### src/rtl/ecm_pkg.sv
`timescale 1ns / 1ps
// Shared constants for the escape count color map block.
// Used by ecm_div, ecm_poly and escape_count_color_map; depends on nothing.
package ecm_pkg;

    localparam int COUNT_BITS_DEF    = 16;
    localparam int FRACTION_BITS_DEF = 16;

    localparam int FIELD_BITS = 16;
    localparam int LIMIT_BITS = 16;
    localparam int CHAN_BITS  = 8;
    localparam int SCALE_BITS = 13;

    localparam logic [LIMIT_BITS-1:0] MAX_ITER_RESET = 16'd500;

    // Channel scales: 9*255, 15*255 and 17*255 (the blue one is halved later).
    localparam logic [SCALE_BITS-1:0] RED_SCALE   = 13'd2295;
    localparam logic [SCALE_BITS-1:0] GREEN_SCALE = 13'd3825;
    localparam logic [SCALE_BITS-1:0] BLUE_SCALE  = 13'd4335;

    localparam logic [CHAN_BITS-1:0] CHAN_MAX = 8'd255;

endpackage

### src/rtl/ecm_div.sv
`timescale 1ns / 1ps
// Pipelined restoring divider that forms t = count / max_iterations in Q1.F.
// One quotient bit per stage; depends on ecm_pkg.
module ecm_div #(
    parameter int COUNT_BITS    = ecm_pkg::COUNT_BITS_DEF,
    parameter int FRACTION_BITS = ecm_pkg::FRACTION_BITS_DEF
) (
    input  logic                                clk,
    input  logic                                rst_n,
    input  logic                                in_valid,
    output logic                                in_ready,
    input  logic [ecm_pkg::FIELD_BITS-1:0]      in_count,
    input  logic [ecm_pkg::LIMIT_BITS-1:0]      limit,
    output logic                                out_valid,
    input  logic                                out_ready,
    output logic [FRACTION_BITS:0]              out_t
);

    localparam int F     = FRACTION_BITS;
    localparam int LW    = ecm_pkg::LIMIT_BITS;
    localparam int CNT_W = (COUNT_BITS < ecm_pkg::FIELD_BITS) ? COUNT_BITS
                                                              : ecm_pkg::FIELD_BITS;

    logic          valid_reg [0:F];
    logic [LW-1:0] rem_reg   [0:F];
    logic [F-1:0]  quo_reg   [0:F];
    logic          sat_reg   [0:F];
    logic          ready     [0:F+1];

    logic [LW-1:0] limit_eff;
    logic [LW-1:0] count;
    logic          sat_next;

    assign limit_eff = (limit == '0) ? LW'(1) : limit;
    assign count     = LW'(in_count[CNT_W-1:0]);
    assign sat_next  = (count >= limit_eff);

    assign ready[F+1] = out_ready;
    assign in_ready   = ready[0];

    genvar k;
    generate
        for (k = 0; k <= F; k++)
        begin : g_ready
            assign ready[k] = !valid_reg[k] || ready[k+1];
        end
    endgenerate

    always_ff @(posedge clk or negedge rst_n)
    begin
        if (!rst_n)
        begin
            valid_reg[0] <= 1'b0;
        end
        else if (ready[0])
        begin
            valid_reg[0] <= in_valid;
        end
    end

    always_ff @(posedge clk)
    begin
        if (ready[0] && in_valid)
        begin
            rem_reg[0] <= sat_next ? '0 : count;
            quo_reg[0] <= '0;
            sat_reg[0] <= sat_next;
        end
    end

    generate
        for (k = 1; k <= F; k++)
        begin : g_step
            logic [LW:0]   shifted;
            logic [LW:0]   diff;
            logic          ge;
            logic [LW-1:0] rem_next;
            logic [F-1:0]  quo_next;

            assign shifted  = {rem_reg[k-1], 1'b0};
            assign diff     = shifted - {1'b0, limit_eff};
            assign ge       = (shifted >= {1'b0, limit_eff});
            assign rem_next = ge ? diff[LW-1:0] : shifted[LW-1:0];
            assign quo_next = {quo_reg[k-1][F-2:0], ge};

            always_ff @(posedge clk or negedge rst_n)
            begin
                if (!rst_n)
                begin
                    valid_reg[k] <= 1'b0;
                end
                else if (ready[k])
                begin
                    valid_reg[k] <= valid_reg[k-1];
                end
            end

            always_ff @(posedge clk)
            begin
                if (ready[k] && valid_reg[k-1])
                begin
                    rem_reg[k] <= rem_next;
                    quo_reg[k] <= quo_next;
                    sat_reg[k] <= sat_reg[k-1];
                end
            end
        end
    endgenerate

    assign out_valid = valid_reg[F];
    assign out_t     = sat_reg[F] ? {1'b1, {F{1'b0}}} : {1'b0, quo_reg[F]};

endmodule

### config.mk
export PLATFORM = sky130hd
export DESIGN_NAME = ecm_div
export DESIGN_NICKNAME = d
export VERILOG_FILES = /design/src/rtl/ecm_pkg.sv /design/src/rtl/ecm_div.sv
export SDC_FILE = /design/constraint.sdc
export NUM_CORES = 1
export LEC_CHECK = 0
export BUFFER_PORTS_ARGS = -buffer_cell sky130_fd_sc_hd__buf_4
export CORE_ASPECT_RATIO = 0.75
export CORE_UTILIZATION = 47
export DETAILED_ROUTE_END_ITERATION = 12
export PLACE_DENSITY_LB_ADDON = 0.3
export SYNTH_ARGS = -nofsm -noshare
export SYNTH_HDL_FRONTEND = slang
export SYNTH_SLANG_ARGS = --single-unit
### constraint.sdc
create_clock -name clk -period 6.1 [get_ports clk]
set_input_delay 0.61 -clock clk [delete_from_list [all_inputs] [get_ports clk]]
set_output_delay 0.61 -clock clk [all_outputs]
set_load 0.02 [all_outputs]
-- Word-level counts from Yosys, hierarchy flattened
Memories as Yosys holds them, arrays and structs flattened.
Index checks and enable logic that the tools add are counted.
- register bits after elaboration: 17
- bits in writable memories: 561
- input bits: 36
- output and inout port bits: 19
- word-level logic and storage cells: 158
- memories: 3
- $add $sub $neg: 16
- magnitude comparators: 17
- mux-type cells: 53
- reduce and logical (&&, ||, !) cells: 52
- memory list (name ; words ; bits a word ; read ports ; clocked after Yosys merged registers in ; wr ports ; RTL line ; RTL):
    quo_reg ; 17 ; 16 ; 17 ; 0 ; 17 ; ecm_div.sv:26 ; logic [F-1:0] quo_reg [0:F];
    rem_reg ; 17 ; 16 ; 16 ; 0 ; 17 ; ecm_div.sv:25 ; logic [LW-1:0] rem_reg [0:F];
    sat_reg ; 17 ; 1 ; 17 ; 0 ; 17 ; ecm_div.sv:27 ; logic sat_reg [0:F];
- operators by type and width (cell ; number):
    $mux W16 ; 18
    $ge A17 B16 Y1 ; 16
    $sub A16 B16 Y16 ; 16
    $mux W1 ; 34
    $logic_and A1 B1 Y1 ; 17
    $logic_not A1 Y1 ; 17
    $logic_or A1 B1 Y1 ; 17
    $mux W17 ; 1
    $ge A16 B16 Y1 ; 1
    $logic_not A16 Y1 ; 1

-- Logic depth before layout (Yosys ltp)
Gate-level depths: netlist of run 1.
- word-level depth: 21
- mapped depth: 14
- mapped depth without buffers: 12

-- Worst setup path before layout of run 1
No wires, ideal clock.
- kind: in2reg
- start point: input port limit[10] (netlist bit)
- end point: memory sat_reg[0][0] (data pin)
- library setup time: 0.254 ns
- data arrival time: 4.137 ns
- data required time: 5.846 ns
- slack: 1.709 ns
- stages on the path: 14
- path buffers: 2
- cells stage by stage: nor4_2 > a41oi_1 > clkbuf_1 > inv_1 > ha_1 > nand2b_1 > a21o_1 > a21o_1 > a21o_1 > a21o_1 > a2111oi_0 > o41ai_1 > clkbuf_1 > a21o_1
- RTL lines (element ; RTL line ; RTL):
    from (decl) ; ecm_div.sv:13 ; input logic [ecm_pkg::LIMIT_BITS-1:0] limit,
    to (decl) ; ecm_div.sv:27 ;

==> run metrics, run 1 <==
syn_nets 2,845; Port Buf Inserts 54; Crit-path slowest cell a311oi_2; first-pass GRT wire length 103.8 mm; antenna cell count 0; Layout area overhead 11.48%; worst-skew pair later-pin latency 600 ps; commonest cells after routing, fill and taps aside 409 x edfxtp_1, 271 x ha_1, 235 x nand2_1; Peak VDD IR 0.0003374 V; FILL cells 4,850; share of cells above drive strength 1 0.08362; Cell Area, Synth 26,980 um2; Yosys warning count 0; Placed Cells 3,293; fin crit share 0.6814; Clock Tree Root clkbuf_16; Crit. End Element register; DP HPWL 48.47 mm; commonest non-fill, non-tap cell in the layout edfxtp_1; final hold vios 0; EDFF count, synth 409; Critical R2R Launch rem_reg[0][117]; Post-synth ARST share 0.03991; HP Class in -> reg; R2R Setup Slk 2190 ps; Reg power frac 0.343; MaxCap Viol Count 0; clk slew on worst S/H paths 60 ps; Initial Util 0.4792; H-tree levels 2; DIE HEIGHT 209.5 um; post-route insts no fill 3,374; worst-path maximum fanout 18; Post-DRT Antenna Nets 0; Reg-to-Reg End rem_reg[0][134]; startpoint types input port; # rows 75; DR pass1 iterations 5; Max clock buf depth 3; synth unique cells 75; nets 2,930; Mapped Cells 2,523; Synth Register Bits 426; sequential cell area 12,710 um2; vias per cell 5.850; largest net degree at the start of global routing 33; ys flop type edfxtp_1; final setup fails 0; critical setup path kind in -> reg; gpl congestion 0.9243; Worst Clk Skew 39.05 ps; die width 278.7 um; All-Layer GR Usage 0.2282; switching share of power 0.3834; fmax 240.6 MHz; antenna violations before repair 0; Congestion Overflow GR 0; Max stage delay on crit path 690 ps; worst rel slew slack 0.2332; via count 19,737; Combinational Power Share 0.471; Tmin final 4157 ps; cells along the critical path buf_4, inv_1, ha_1, a21o_1, a31oi_1, o211ai_1, or4_1, a311oi_2, buf_4, mux2_1; leading post-synthesis cells by cell area edfxtp_1 46%, ha_1 13%, a21oi_1 3.8%; Int Pwr 10.09 mW; Clk network pwr share 0.186; IO Pins 55; Pins Over Slew Limit 0; # clock sinks 426; critical path launch point limit[1]; outcome completed; Critical path destination rem_reg[0][134]; Avg Cell Area, Syn 10.69 um2; multi-input logic area 13,690 um2; post-synthesis sequential area ratio 0.4710; crit-path most repeated cell buf_4; Switch Pwr 6.271 mW; vias in the first global route 19,225; core box area 56,300 um2; Data arrival, critical path 4480 ps; CTS buffer count 43; Setup TNS 0 ps; DRC viols 0; Die ar. 58,380 um2; CTS tree done; unrepaired setup endpoints after global routing no; Worst Path Required 6420 ps; Worst-Margin Slew 1145 ps; max reg flops 256; Synth area leader edfxtp_1; leakage power 11.88 nW; DRT Wirelength 66.74 mm; P per Cell Area 543.9 nW/um2; wire per inst 19.78 um; Yosys top cell area share 0.4552; Register-to-Register Path Depth 9; starting DRC count in detailed routing 1,541
==> worst max-delay path: cells and delay by family <==
family          cells  cell delay, ps
compound gates      4            1350
fa+ha+maj           1             400
buf+inv             3            1230
mux                 1             340
simple gates        1             520
==> cell type report <==
cell class                      count  share of cell area
Clock buffer                       51             0.03748
Multi-Input combinational cell   1925              0.4552
Inverter                          118             0.01473
Tap cell                          731             0.03041
Sequential cell                   426              0.4225
Clock inverter                     29             0.01610
Timing Repair Buffer               94             0.02355
==> routing by layer <==
metal  track usage  up-vias  routed length (um)
met5             0        -                   0
met1        0.3136     9429               30560
li1              -     9603                   -
met2        0.3636      586               29610
met4       0.07673        0                2010
met3       0.04219      119                4555
==> repair_timing <==
action / CTS / global route
hold buffers: 1 / 0
setup buffers: 0 / 0
resized for setup: 0 / 0
endpoints found under the setup margin: 0 / 0
hold endpoints to repair: 17 / 0
==> metrics by stage <==
stage          setup WS, ps  utilization  cell area, um2  power [mW]  hold WS (ps)
3_3_place_gp           1541       0.5054           28450       12.99         401.1
2_1_floorplan          1709            -           26980       11.41         314.4
5_1_grt                1779       0.5342           30080       17.54         198.4
6_report               1943       0.5342           30080       16.36         210.1
4_1_cts                2045       0.5342           30080       16.36         179.5
3_5_place_dp           1452       0.5054           28450       13.24         404.5
==> power groups by stage <==
| stage | Clock (mW) | Sequential, mW | Combinational [mW] |
|---|---|---|---|
| 2_1_floorplan | 0 | 5.33 | 6.08 |
| 3_3_place_gp | 0 | 5.64 | 7.34 |
| 3_5_place_dp | 0 | 5.66 | 7.58 |
| 4_1_cts | 3.11 | 5.61 | 7.64 |
| 5_1_grt | 3.20 | 5.71 | 8.63 |
| 6_report | 3.04 | 5.62 | 7.70 |
==> how the worst min path moves through the flow <==
| stage | startpoint | endpoint | slack (ps) | cells past startpoint |
|---|---|---|---|---|
| floorplan | rst_n | out_valid | 310 | 0 |
| global placement | sat_reg[0][10] | sat_reg[0][11] | 400 | 0 |
| detailed placement | quo_reg[11][0] | quo_reg[12][1] | 400 | 0 |
| CTS | in_valid | valid_reg[16] | 180 | 2 |
| global route | in_valid | valid_reg[16] | 200 | 2 |
| finish | in_valid | valid_reg[16] | 210 | 2 |
==> logic make-up (layout without fill, tap and decap cells) <==
logic type / count (synthesis) / in the layout / share of synthesized area
xor gates and xnor gates: 174 / 174 / 0.05649
buffers and inverters: 172 / 292 / 0.02546
adders and majority gates: 286 / 286 / 0.1368
DFF: 426 / 426 / 0.4710
and+or+nand+nor: 671 / 671 / 0.1176
muxes: 45 / 45 / 0.01864
AOI/OAI and AO/OA: 749 / 749 / 0.1740
==> synthesized netlist by cell type (all sizes together) (5+ instances only) <==
| cell | number |
|---|---|
| xnor2 | 111 |
| and2 | 26 |
| nand2b | 28 |
| xor2 | 63 |
| a21boi | 18 |
| ha | 271 |
| nand4b | 5 |
| dfrtp | 17 |
| nor3 | 37 |
| o21ai | 199 |
| a211oi | 28 |
| a32oi | 5 |
| a31o | 9 |
| fa | 15 |
| mux2 | 42 |
| o21bai | 22 |
| nand3 | 27 |
| o31a | 6 |
| a21oi | 207 |
| clkbuf | 32 |
| o21a | 47 |
| nand4 | 27 |
| and3 | 12 |
| o2111ai | 11 |
| or2 | 7 |
| o31ai | 30 |
| nor2b | 43 |
| o32ai | 6 |
| buf | 22 |
| edfxtp | 409 |
| inv | 118 |
| nor2 | 181 |
| a31oi | 30 |
| nand2 | 235 |
| or3 | 14 |
| a21o | 72 |
| o211ai | 13 |
| nand3b | 11 |
| a211o | 8 |
| o22ai | 6 |
No activity file was read; power rests on OpenSTA's default activity.
==> run 2: changes to the inputs <==
- clock period: 6.1 -> 3.4 ns (I/O delays scaled with it)
==> run metrics, run 2 (same netlist as run 1, synthesis figures left out) <==
outcome completed (unchanged); commonest non-fill, non-tap cell in the layout edfxtp_1 (unchanged); H-tree levels 2 (unchanged); Worst Clk Skew 22.49 ps (was 39.05 ps); worst slack, placed -136.1 ps (was 1452 ps); Congestion Overflow GR 0 (unchanged); DIE HEIGHT 209.5 um (unchanged); die width 278.7 um (unchanged); Layout area overhead 16.83% (was 11.48%); DP HPWL 52.71 mm (was 48.47 mm); Register-to-Register Path Depth 9 (unchanged); final setup fails 0 (unchanged); commonest cells after routing, fill and taps aside 409 x edfxtp_1, 271 x ha_1, 235 x nand2_1 (unchanged); Die ar. 58,380 um2 (unchanged); leakage power 12.74 nW (was 11.88 nW); cells along the critical path ha_1, a2111oi_0, o21ai_0, nand3_1, o211ai_1, or4_1, a311oi_2, inv_1, mux2_1 (was buf_4, inv_1, ha_1, a21o_1, a31oi_1, o211ai_1, or4_1, a311oi_2, buf_4, mux2_1); sequential cell area 12,710 um2 (unchanged); CP bufs+invs 1 (was 3); P per Cell Area 969.6 nW/um2 (was 543.9 nW/um2); # resized after CTS 0 (unchanged); nets 3,088 (was 2,930); critical path depth 9 (was 10); Clock Tree Root clkbuf_16 (unchanged); max reg flops 256 (unchanged); FILL cells 4,748 (was 4,850); CTS tree done (unchanged); setup ws final 245.2 ps (was 1943 ps); first-pass GRT wire length 109.5 mm (was 103.8 mm); hold depth 3 (was 2); antenna violations before repair 1 (was 0); hold buffer count at cts 2 (was 1); # clock sinks 426 (unchanged); IO Pins 55 (unchanged); largest net degree at the start of global routing 33 (unchanged); placed cell areas 29,970 um2 (was 28,450 um2); vias in the first global route 19,751 (was 19,225); DR pass1 iterations 6 (was 5); Tmin final 3155 ps; vias per cell 5.761 (was 5.850); Crit. End Element register (unchanged); final hold vios 0 (unchanged); R2R Setup Slk 250 ps (was 2190 ps); Initial Util 0.4792 (unchanged); All-Layer GR Usage 0.2403 (was 0.2282); Peak VDD IR 0.0004565 V (was 0.0003374 V); HP Class in -> reg (unchanged); Worst Path Required 3730 ps (was 6420 ps); Port Buf Inserts 54 (unchanged); via count 20,337 (was 19,737); unrepaired setup endpoints after global routing no (unchanged); CTS buffer count 44 (was 43); fin crit share 0.9279; antenna cell count 0 (unchanged); startpoint types register (was input port); clk slew on worst S/H paths 70 ps (was 60 ps); starting DRC count in detailed routing 1,397 (was 1,541); Max stage delay on crit path 500 ps (was 690 ps); Worst-Margin Slew 1185 ps (was 1145 ps); Post-DRT Antenna Nets 0 (unchanged); Data arrival, critical path 3490 ps (was 4480 ps); DRT Wirelength 69.68 mm (was 66.74 mm); worst-path maximum fanout 3 (was 18); multi-input logic area 13,730 um2 (was 13,690 um2); wire per inst 19.74 um (was 19.78 um); Pins Over Slew Limit 0 (unchanged); worst-skew pair later-pin latency 590 ps (was 600 ps); CP delay by family, top compound AO/OA/AOI/OAI gates (unchanged); Crit-path slowest cell or4_1 (was a311oi_2); DRC viols 0 (unchanged); fmax 317.0 MHz; final instance area 31,520 um2 (was 30,080 um2); worst rel slew slack 0.2078 (was 0.2332); critical setup path kind reg -> reg (was in -> reg); Setup TNS 0 ps (unchanged); # rows 75 (unchanged); Post-CTS Setup Inserts 0 (unchanged); Max clock buf depth 3 (unchanged); gpl congestion 0.9194 (was 0.9243); MaxCap Viol Count 0 (unchanged); core box area 56,300 um2 (unchanged); share of cells above drive strength 1 0.1354 (was 0.08362)
[run 2: cell count changes in the layout (fill, tap and decap cells not counted), moves of 2 or more]
| cell | before | now |
|---|---|---|
| buf_12 | 0 | 24 |
| buf_4 | 93 | 225 |
| bufinv_16 | 12 | 7 |
| clkbuf_1 | 7 | 4 |
| clkbuf_16 | 44 | 46 |
| clkinv_1 | 2 | 4 |
| clkinv_2 | 4 | 6 |
| clkinv_4 | 1 | 5 |
| clkinvlp_4 | 6 | 4 |
[run 2: worst paths after layout]
path                                  from              end
min reg2reg                  sat_reg[0][6]    sat_reg[0][7]
max                        rem_reg[0][117]  rem_reg[0][138]
max in group asynchronous            rst_n     valid_reg[3]
min                              out_ready     valid_reg[1]
max reg2reg                rem_reg[0][117]  rem_reg[0][138]
min in group asynchronous            rst_n    valid_reg[16]
[run 2: report_power, final]
group	leakage [nW]	internal [mW]	total, mW	switching, mW
sequential	4.19	8.90	10.1	1.18
combinational	7.81	6.94	15.3	8.33
clock	0.742	3.02	5.20	2.18
[run 2: layout make-up]
class	instances	share of cell area
Tap cell	731	0.02902
Inverter	118	0.01417
Multi-Input combinational cell	1925	0.4356
Clock buffer	50	0.03700
Clock inverter	29	0.01155
Sequential cell	426	0.4032
Timing Repair Buffer	251	0.06947
[run 2: metal layers]
metal  part of all wire  track usage
met1               0.47       0.3427
met2               0.45       0.3869
met3              0.055      0.03017
met4              0.023      0.06480
met5                  0            0
[run 2: worst register-to-register path, delay by kind of cell (launching register included)]
| kind | cells | cell delay (ps) |
|---|---|---|
| compound gates | 4 | 1020 |
| mux | 1 | 380 |
| buf+inv | 1 | 140 |
| flops | 1 | 410 |
| fa+ha+maj | 1 | 330 |
| simple gates | 2 | 620 |
[run 2: through the flow]
stage	cells	power, mW	util	hold WS [ps]
after global routing	3530	32.72	0.5598	63.25
after floorplan	2523	20.49	-	44.41
final	3530	30.56	0.5598	46.31
after detailed placement	3449	25.19	0.5323	222.2
after CTS	3530	30.54	0.5598	19.79
after global placement	3449	24.80	0.5323	220.9
